File: config.mk
export PLATFORM = sky130hd
export DESIGN_NAME = rpmt_ctrl
export DESIGN_NICKNAME = d
export VERILOG_FILES = /design/src/design/rpmt_pkg.sv /design/src/design/rpmt_ctrl.sv
export SDC_FILE = /design/constraint.sdc
export NUM_CORES = 1
export LEC_CHECK = 0
export BUFFER_PORTS_ARGS = -buffer_cell sky130_fd_sc_hd__buf_2
export CAP_MARGIN = 20
export CELL_PAD_IN_SITES_DETAIL_PLACEMENT = 2
export CELL_PAD_IN_SITES_GLOBAL_PLACEMENT = 2
export CORE_MARGIN = 1
export CORE_UTILIZATION = 24
export CTS_BUF_LIST = sky130_fd_sc_hd__clkbuf_16
export DETAILED_ROUTE_END_ITERATION = 10
export PLACE_DENSITY = 0.69
export REMOVE_ABC_BUFFERS = 1
export SYNTH_ARGS = -nofsm -noshare
export SYNTH_HDL_FRONTEND = slang
export SYNTH_SLANG_ARGS = --single-unit
File: constraint.sdc
create_clock -name clk -period 1.37 [get_ports clk]
set_clock_uncertainty 0.2 [all_clocks]
set_input_delay 0.0685 -clock clk [delete_from_list [all_inputs] [get_ports clk]]
set_output_delay 0.0685 -clock clk [all_outputs]
set_load 0.05 [all_outputs]
File: src/design/rpmt_pkg.sv
// Package: types, codes and constants of the port mapping table
`timescale 1ns / 1ps
package rpmt_pkg;

  localparam int CAPACITY_DEF = 64;

  // Register reset values and limits
  localparam logic [6:0]  MAX_ENTRIES_RST = 7'd64;
  localparam logic [31:0] TIMEOUT_RST     = 32'd3600;
  localparam logic        CLEANUP_EN_RST  = 1'b1;
  localparam logic [31:0] PROTO_TCP       = 32'd6;
  localparam logic [31:0] PROTO_UDP       = 32'd17;
  localparam logic [6:0]  REMOVED_MAX     = 7'd127;

  // Configuration register indexes
  localparam logic [1:0] REG_MAX_ENTRIES = 2'd0;
  localparam logic [1:0] REG_TIMEOUT     = 2'd1;
  localparam logic [1:0] REG_CLEANUP_EN  = 2'd2;

  // Result status codes
  localparam logic [1:0] ST_OK        = 2'd0;
  localparam logic [1:0] ST_INVALID   = 2'd1;
  localparam logic [1:0] ST_FULL      = 2'd2;
  localparam logic [1:0] ST_NOT_FOUND = 2'd3;

  typedef enum logic [2:0] {
    OP_REGISTER  = 3'd0,
    OP_UNREG     = 3'd1,
    OP_UNREG_ALL = 3'd2,
    OP_LOOKUP    = 3'd3,
    OP_TICK      = 3'd4,
    OP_CLEANUP   = 3'd5
  } op_t;

  // One table row
  typedef struct packed {
    logic        valid;
    logic [30:0] prog;
    logic [30:0] ver;
    logic        is_udp;
    logic [15:0] port;
    logic [31:0] stamp;
  } row_t;

  // Controller to datapath
  typedef struct packed {
    logic clear;
    logic accept;
    logic scan;
    logic commit;
  } ctl_cmd_t;

  // Datapath to controller
  typedef struct packed {
    logic idx_last;
    logic needs_scan;
    logic out_free;
  } dp_stat_t;

  // Program and version numbers run 1..0x7FFFFFFF
  function automatic logic id_ok(input logic [31:0] v);
    return (v != 32'd0) && !v[31];
  endfunction

  function automatic logic proto_ok(input logic [31:0] p);
    return (p == PROTO_TCP) || (p == PROTO_UDP);
  endfunction

endpackage

File: src/design/rpmt_ctrl.sv
// Controller: clearing pass, table scan sequencing and result commit
`timescale 1ns / 1ps
module rpmt_ctrl import rpmt_pkg::*; (
  input  logic     clk,
  input  logic     rst,
  input  logic     in_valid,
  output logic     in_ready,
  input  dp_stat_t st,
  output ctl_cmd_t cmd
);

  typedef enum logic [4:0] {
    S_CLEAR  = 5'b00001,
    S_IDLE   = 5'b00010,
    S_SCAN   = 5'b00100,
    S_DRAIN  = 5'b01000,
    S_FINISH = 5'b10000
  } state_t;

  state_t state, state_next;

  // Advance state
  always_ff @(posedge clk) begin
    if (rst) begin
      state <= S_CLEAR;
    end else begin
      state <= state_next;
    end
  end

  // Next state and commands
  always_comb begin
    state_next = state;
    cmd        = '0;
    in_ready   = 1'b0;
    case (state)
      S_CLEAR: begin
        cmd.clear = 1'b1;
        if (st.idx_last) begin
          state_next = S_IDLE;
        end
      end
      S_IDLE: begin
        in_ready   = 1'b1;
        cmd.accept = in_valid;
        if (in_valid) begin
          state_next = st.needs_scan ? S_SCAN : S_FINISH;
        end
      end
      S_SCAN: begin
        cmd.scan = 1'b1;
        if (st.idx_last) begin
          state_next = S_DRAIN;
        end
      end
      S_DRAIN: begin
        state_next = S_FINISH;
      end
      S_FINISH: begin
        cmd.commit = st.out_free;
        if (st.out_free) begin
          state_next = S_IDLE;
        end
      end
      default: begin
        state_next = S_CLEAR;
      end
    endcase
  end

endmodule

==> impl_metrics.json, run 1 <==
{
  "setup_tns_ns": -1.96,
  "critPathKind": "reg -> out",
  "rsz0062_at_grt": "yes",
  "dp_worst_setup_slack_ns": -0.159,
  "cts_max_path_buffers": 2,
  "outcome": "finished with violations",
  "power_frac_seq": 0.149,
  "wl_per_cell_um": 18.9,
  "drv_cap": 0,
  "rows": 14,
  "area_delta_synth_final_pct": 102,
  "synth_cell_types": 26,
  "clk_pin_slew_ns": 0.03,
  "ys.warnings.count": 0,
  "path_delay_family": "simple AND/OR/NAND/NOR gates",
  "seq_area_frac_synth": 0.256,
  "slowest_delay_ns": 0.43,
  "intPower_uw": 975,
  "p_sw_uw": 587,
  "fill_cells": 163,
  "pin_count": 11,
  "top_register": "state",
  "reg.largest.list": "state (5)",
  "fin_crit_sh": 1.20,
  "avgSynthCellArea_um2": 8.49,
  "grt_usage": 0.232,
  "grt_pass1_wl_mm": 2.90,
  "drcViolationCount": 0,
  "hp-class": "in -> reg",
  "power_density_nw_per_um2": 1980,
  "post-route-util": 0.524,
  "hold_violations": 0,
  "clock_latency_ns": 0.23,
  "relSlewSlack": 0.792,
  "antenna_found_initial": 0,
  "first_pass_iters": 3,
  "critPathBufInv": 1,
  "die_area_um2": 1790,
  "final_nets": 86,
  "gp_congestion": 0.730,
  "p_sw_frac": 0.376,
  "synth-seq-cells": 5,
  "power_mw": 1.56,
  "setup_violations": 10,
  "final_layout_size_suffix_gt1_frac": 0.620,
  "vias_per_cell": 5.04,
  "crit_chain": "or3_4 > nor3_4 > buf_6",
  "cts_inserted_buffers": 3,
  "ir_drop_mv": 1.07,
  "period_minus_slack_ns": 1.65,
  "die_h_um": 42.3,
  "root_buffer": "clkbuf_16",
  "ant_nets": 0,
  "cts.htree.levels": 1,
  "synth_cells": 46,
  "io_buffers": 10,
  "crit_path_max_fanout": 3,
  "slowest_stage": "or3_4",
  "clock_sinks": 5,
  "largest_reg_flops": 5,
  "tightest_slew_ns": 0.310,
  "grt_pass1_vias": 572,
  "critPathArrivalTime_ns": 1.38,
  "crit_path_start_kind": "flip-flop",
  "place_hpwl_mm": 1.08,
  "cts_tree": "done",
  "fmax_mhz": 607,
  "dr.first_iter.drc_count": 1,
  "die_w_um": 42.3,
  "finalWirelength_mm": 1.80,
  "vias": 479,
  "critPathCaptureType": "output port",
  "grt_max_degree": 8,
  "cp.required_ns": 1.10,
  "antenna_cells": 0,
  "core-area_um2": 1510,
  "p_comb_frac": 0.541,
  "leakagePower_nw": 0.359,
  "clkPwrFrac": 0.310,
  "start_util": 0.259,
  "grt_overflow": 0,
  "worst_slack_ns": -0.277,
  "syn_area_um2": 390,
  "violations": "setup timing",
  "slew_violations": 0
}
placed cells by master (no fill, tap or decap), types with 3 or more instances in the layout:
master / n
clkbuf_16: 3
buf_2: 5
dlygate4sd3_1: 5
inv_1: 3
buf_4: 16
dfxtp_2: 5
nor2_1: 5
buf_6: 4
power groups by stage:
| stage | Clock (mW) | Combinational (mW) | Sequential (mW) |
|---|---|---|---|
| after global routing | 0.501 | 0.895 | 0.236 |
| final | 0.484 | 0.845 | 0.232 |
| after detailed placement | 0 | 0.598 | 0.218 |
| after floorplan | 0 | 0.360 | 0.228 |
| after global placement | 0 | 0.582 | 0.219 |
| after CTS | 0.502 | 0.816 | 0.235 |
layer usage:
layer  part of all wire  GRT usage  routed length [um]
met1               0.37      0.221                 671
met2               0.61      0.480                1100
met3             0.0078     0.0259                  14
met4             0.0050     0.0938                   9
met5                  0          0                   0
worst paths after layout:
| kind | from | end | slack [ns] | cells past startpoint |
|---|---|---|---|---|
| setup / recovery | state[4] | cmd[1] | -0.28 | 3 |
| hold / removal | st[2] | state[2] | 0.09 | 5 |
| setup reg to reg | state[4] | state[1] | -0.25 | 4 |
| hold reg to reg | state[4] | state[4] | 0.48 | 3 |
cell families after synthesis:
group                     Yosys count  share of synthesized area
muxes                               3                     0.0801
DFF                                 5                      0.256
AOI/OAI and AO/OA                   6                      0.125
xor gates and xnor gates            2                     0.0449
and+or+nand+nor                    24                      0.413
buffers and inverters               6                     0.0801
worst reg2reg max path, delay by kind of cell (launching register included):
family | cells | cell delay (ns)
AND/OR/NAND/NOR | 1 | 0.43
AO/OA/AOI/OAI | 1 | 0.23
multiplexers | 1 | 0.21
buffers and inverters | 1 | 0.16
flip-flops | 1 | 0.31
final cells by class:
cell class | count | area [um2] | area share
clock buffers | 3 | 75.1 | 0.0951
clock inverters | 1 | 3.75 | 0.00475
inverters | 3 | 13.8 | 0.0174
multi-input cells | 35 | 300 | 0.380
flip-flops and latches | 5 | 106 | 0.135
well taps | 16 | 20.0 | 0.0254
repair buffers | 32 | 270 | 0.342
cells in the mapped netlist:
master,instances,area share
nand2b_1,2,0.032
o31ai_4,1,0.054
nor4_1,1,0.016
nor3b_2,1,0.032
nand3b_1,2,0.038
a21oi_1,2,0.026
o21ai_1,1,0.013
or2_2,1,0.016
nand4_1,2,0.032
buf_2,1,0.013
xor2_1,2,0.045
nor4b_2,1,0.038
dfxtp_1,5,0.26
nor2_4,1,0.029
buf_4,2,0.038
nor3_1,2,0.026
mux2i_1,2,0.051
inv_1,3,0.029
nor3_2,1,0.026
and2_1,1,0.016
o21ai_0,1,0.013
nand3_1,2,0.026
mux2_1,1,0.029
o31ai_1,1,0.019
or3_4,1,0.029
nor2_1,6,0.058
through the flow:
stage	hold slack [ns]	cell area, um2	instances
2_1_floorplan	-0.0624	370	43
3_5_place_dp	0.152	523	80
3_3_place_gp	0.151	523	80
5_1_grt	0.123	790	95
4_1_cts	0.101	762	94
6_report	0.0869	790	95
timing repair:
| item | CTS | global route |
|---|---|---|
| hold buffers | 5 | 0 |
| gates resized for setup | 22 | 8 |
| endpoints found under the setup margin | 10 | 10 |
| hold endpoints to repair | 3 | 0 |
| pin swaps | 7 | 3 |
| setup buffers | 5 | 1 |
(Power assumes the default switching activity.)
==> run 2: changes to the inputs <==
--- a/config.mk
+++ b/config.mk
@@ -15,6 +15,8 @@
 export DETAILED_ROUTE_END_ITERATION = 10
 export PLACE_DENSITY = 0.69
 export REMOVE_ABC_BUFFERS = 1
+export SLEW_MARGIN = 25
 export SYNTH_ARGS = -nofsm -noshare
 export SYNTH_HDL_FRONTEND = slang
 export SYNTH_SLANG_ARGS = --single-unit
+export TNS_END_PERCENT = 30
==> impl_metrics.json, run 2 (synthesis gave the netlist of run 1 again) <==
{
  "outcome": "finished with violations",
  "violations": "setup timing",
  "finalWirelength_mm": 1.79,
  "drcViolationCount": 0,
  "final_layout_size_suffix_gt1_frac": 0.608,
  "reg2reg_from": "state[4]",
  "critPathKind": "reg -> out",
  "io_buffers": 10,
  "power_density_nw_per_um2": 1980,
  "power_frac_seq": 0.149,
  "wl_per_cell_um": 18.8,
  "pin_count": 11,
  "final_common_cell": "buf_4",
  "intPower_uw": 975,
  "hold_slack_ns": 0.0965,
  "fin_crit_sh": 1.21,
  "area_delta_synth_final_pct": 102,
  "cts.htree.levels": 1,
  "p_comb_frac": 0.540,
  "clock_sinks": 5,
  "path_delay_family": "simple AND/OR/NAND/NOR gates",
  "grt_overflow": 0,
  "start_util": 0.259,
  "place_hpwl_mm": 1.08,
  "clock_latency_ns": 0.23,
  "critPathArrivalTime_ns": 1.39,
  "drv_cap": 0,
  "cp-startpoint": "state[4]",
  "grt_pass1_wl_mm": 2.90,
  "die_h_um": 42.3,
  "clk_pin_slew_ns": 0.04,
  "crit_path_max_fanout": 3,
  "hold_violations": 0,
  "multi_input_area_um2": 300,
  "vias": 479,
  "slowest_stage": "or3_4",
  "cts_inserted_buffers": 3,
  "final_cell_mix": "16 x buf_4, 5 x nor2_1, 5 x dlygate4sd3_1, 5 x buf_2",
  "gp_congestion": 0.730,
  "worst_slack_ns": -0.285,
  "first_pass_iters": 2,
  "seq_area_um2": 105,
  "grt_max_degree": 8,
  "dr.first_iter.drc_count": 3,
  "dp.cells": 80,
  "hold_start": "st[2]",
  "fill_cells": 163,
  "slew_violations": 0,
  "die_w_um": 42.3,
  "setup_tns_ns": -1.97,
  "cts_tree": "done",
  "cts_max_path_buffers": 2,
  "ant_nets": 0,
  "vias_per_cell": 5.04,
  "antenna_found_initial": 0,
  "cp.required_ns": 1.10,
  "fmax_mhz": 604,
  "antenna_cells": 0,
  "crit_path_start_kind": "flip-flop",
  "top_register": "state",
  "critPathCaptureType": "output port",
  "root_buffer": "clkbuf_16",
  "relSlewSlack": 0.796,
  "grt_pass1_vias": 567,
  "reg.largest.list": "state (5)",
  "p_sw_uw": 584,
  "clkPwrFrac": 0.312,
  "crit_chain": "or3_4 > nor3_4 > buf_6",
  "tightest_slew_ns": 0.303,
  "rows": 14,
  "rsz0062_at_grt": "yes",
  "p_sw_frac": 0.375,
  "leakagePower_nw": 0.358,
  "largest_reg_flops": 5,
  "period_minus_slack_ns": 1.66,
  "critPathBufInv": 1,
  "core-area_um2": 1510,
  "hp-class": "in -> reg",
  "setup_violations": 10,
  "ir_drop_mv": 1.05,
  "finalNonFillerCells": 95,
  "final_nets": 86,
  "slowest_delay_ns": 0.43,
  "die_area_um2": 1790,
  "grt_usage": 0.232
}
-- run 2: cell types whose count changed in the layout (fill, tap and decap cells not counted) --
cell,delta
dfxtp_2,-1
dfxtp_1,+1
-- run 2: worst paths after layout --
path | to | slack, ns | cells past startpoint
setup / recovery | cmd[1] | -0.29 | 3
hold / removal | state[2] | 0.1 | 5
setup reg to reg | state[1] | -0.24 | 4
hold reg to reg | state[4] | 0.47 | 3
-- run 2: routing by layer --
layer	share of wire	track usage	routed length [um]	vias up
met5	0	0	0	-
met4	0.019	0.0938	34	0
met3	0.011	0.0259	19	4
met2	0.61	0.480	1080	9
met1	0.36	0.221	653	239
li1	-	-	-	227
-- run 2: repair_timing --
item / in CTS / in global routing
hold buffers: 5 / 0
setup endpoints to repair: 10 / 10
resized for setup: 22 / 7
hold endpoints to repair: 3 / 0
setup buffers: 5 / 1
pin swaps: 7 / 3
-- run 2: power by group through the flow --
| stage | sequential, mW | combinational [mW] | clock [mW] |
|---|---|---|---|
| after detailed placement | 0.218 | 0.598 | 0 |
| final | 0.232 | 0.842 | 0.486 |
| after floorplan | 0.228 | 0.360 | 0 |
| after CTS | 0.235 | 0.816 | 0.502 |
| after global routing | 0.235 | 0.892 | 0.506 |
| after global placement | 0.219 | 0.582 | 0 |
-- run 2: final cells by class --
class / count / area share
inverters: 3 / 0.0175
clock buffers: 3 / 0.0952
repair buffers: 32 / 0.343
multi-input cells: 35 / 0.381
flip-flops and latches: 5 / 0.133
clock inverters: 1 / 0.00476
well taps: 16 / 0.0254
-- run 2: worst min-delay path, delay by kind of cell --
kind | cells | cell delay [ns]
buffers and inverters | 1 | 0.08
AO/OA/AOI/OAI | 1 | 0.05
AND/OR/NAND/NOR | 3 | 0.29
-- run 2: metrics by stage --
stage                     setup slack [ns]  instance area (um2)  utilization  power [mW]
final                               -0.285                  788        0.523        1.56
after global routing                -0.320                  788        0.523        1.63
after CTS                           -0.277                  762        0.506        1.55
after detailed placement            -0.159                  523        0.347       0.816
after global placement              -0.123                  523        0.347       0.800
after floorplan                     -0.866                  370            -       0.588
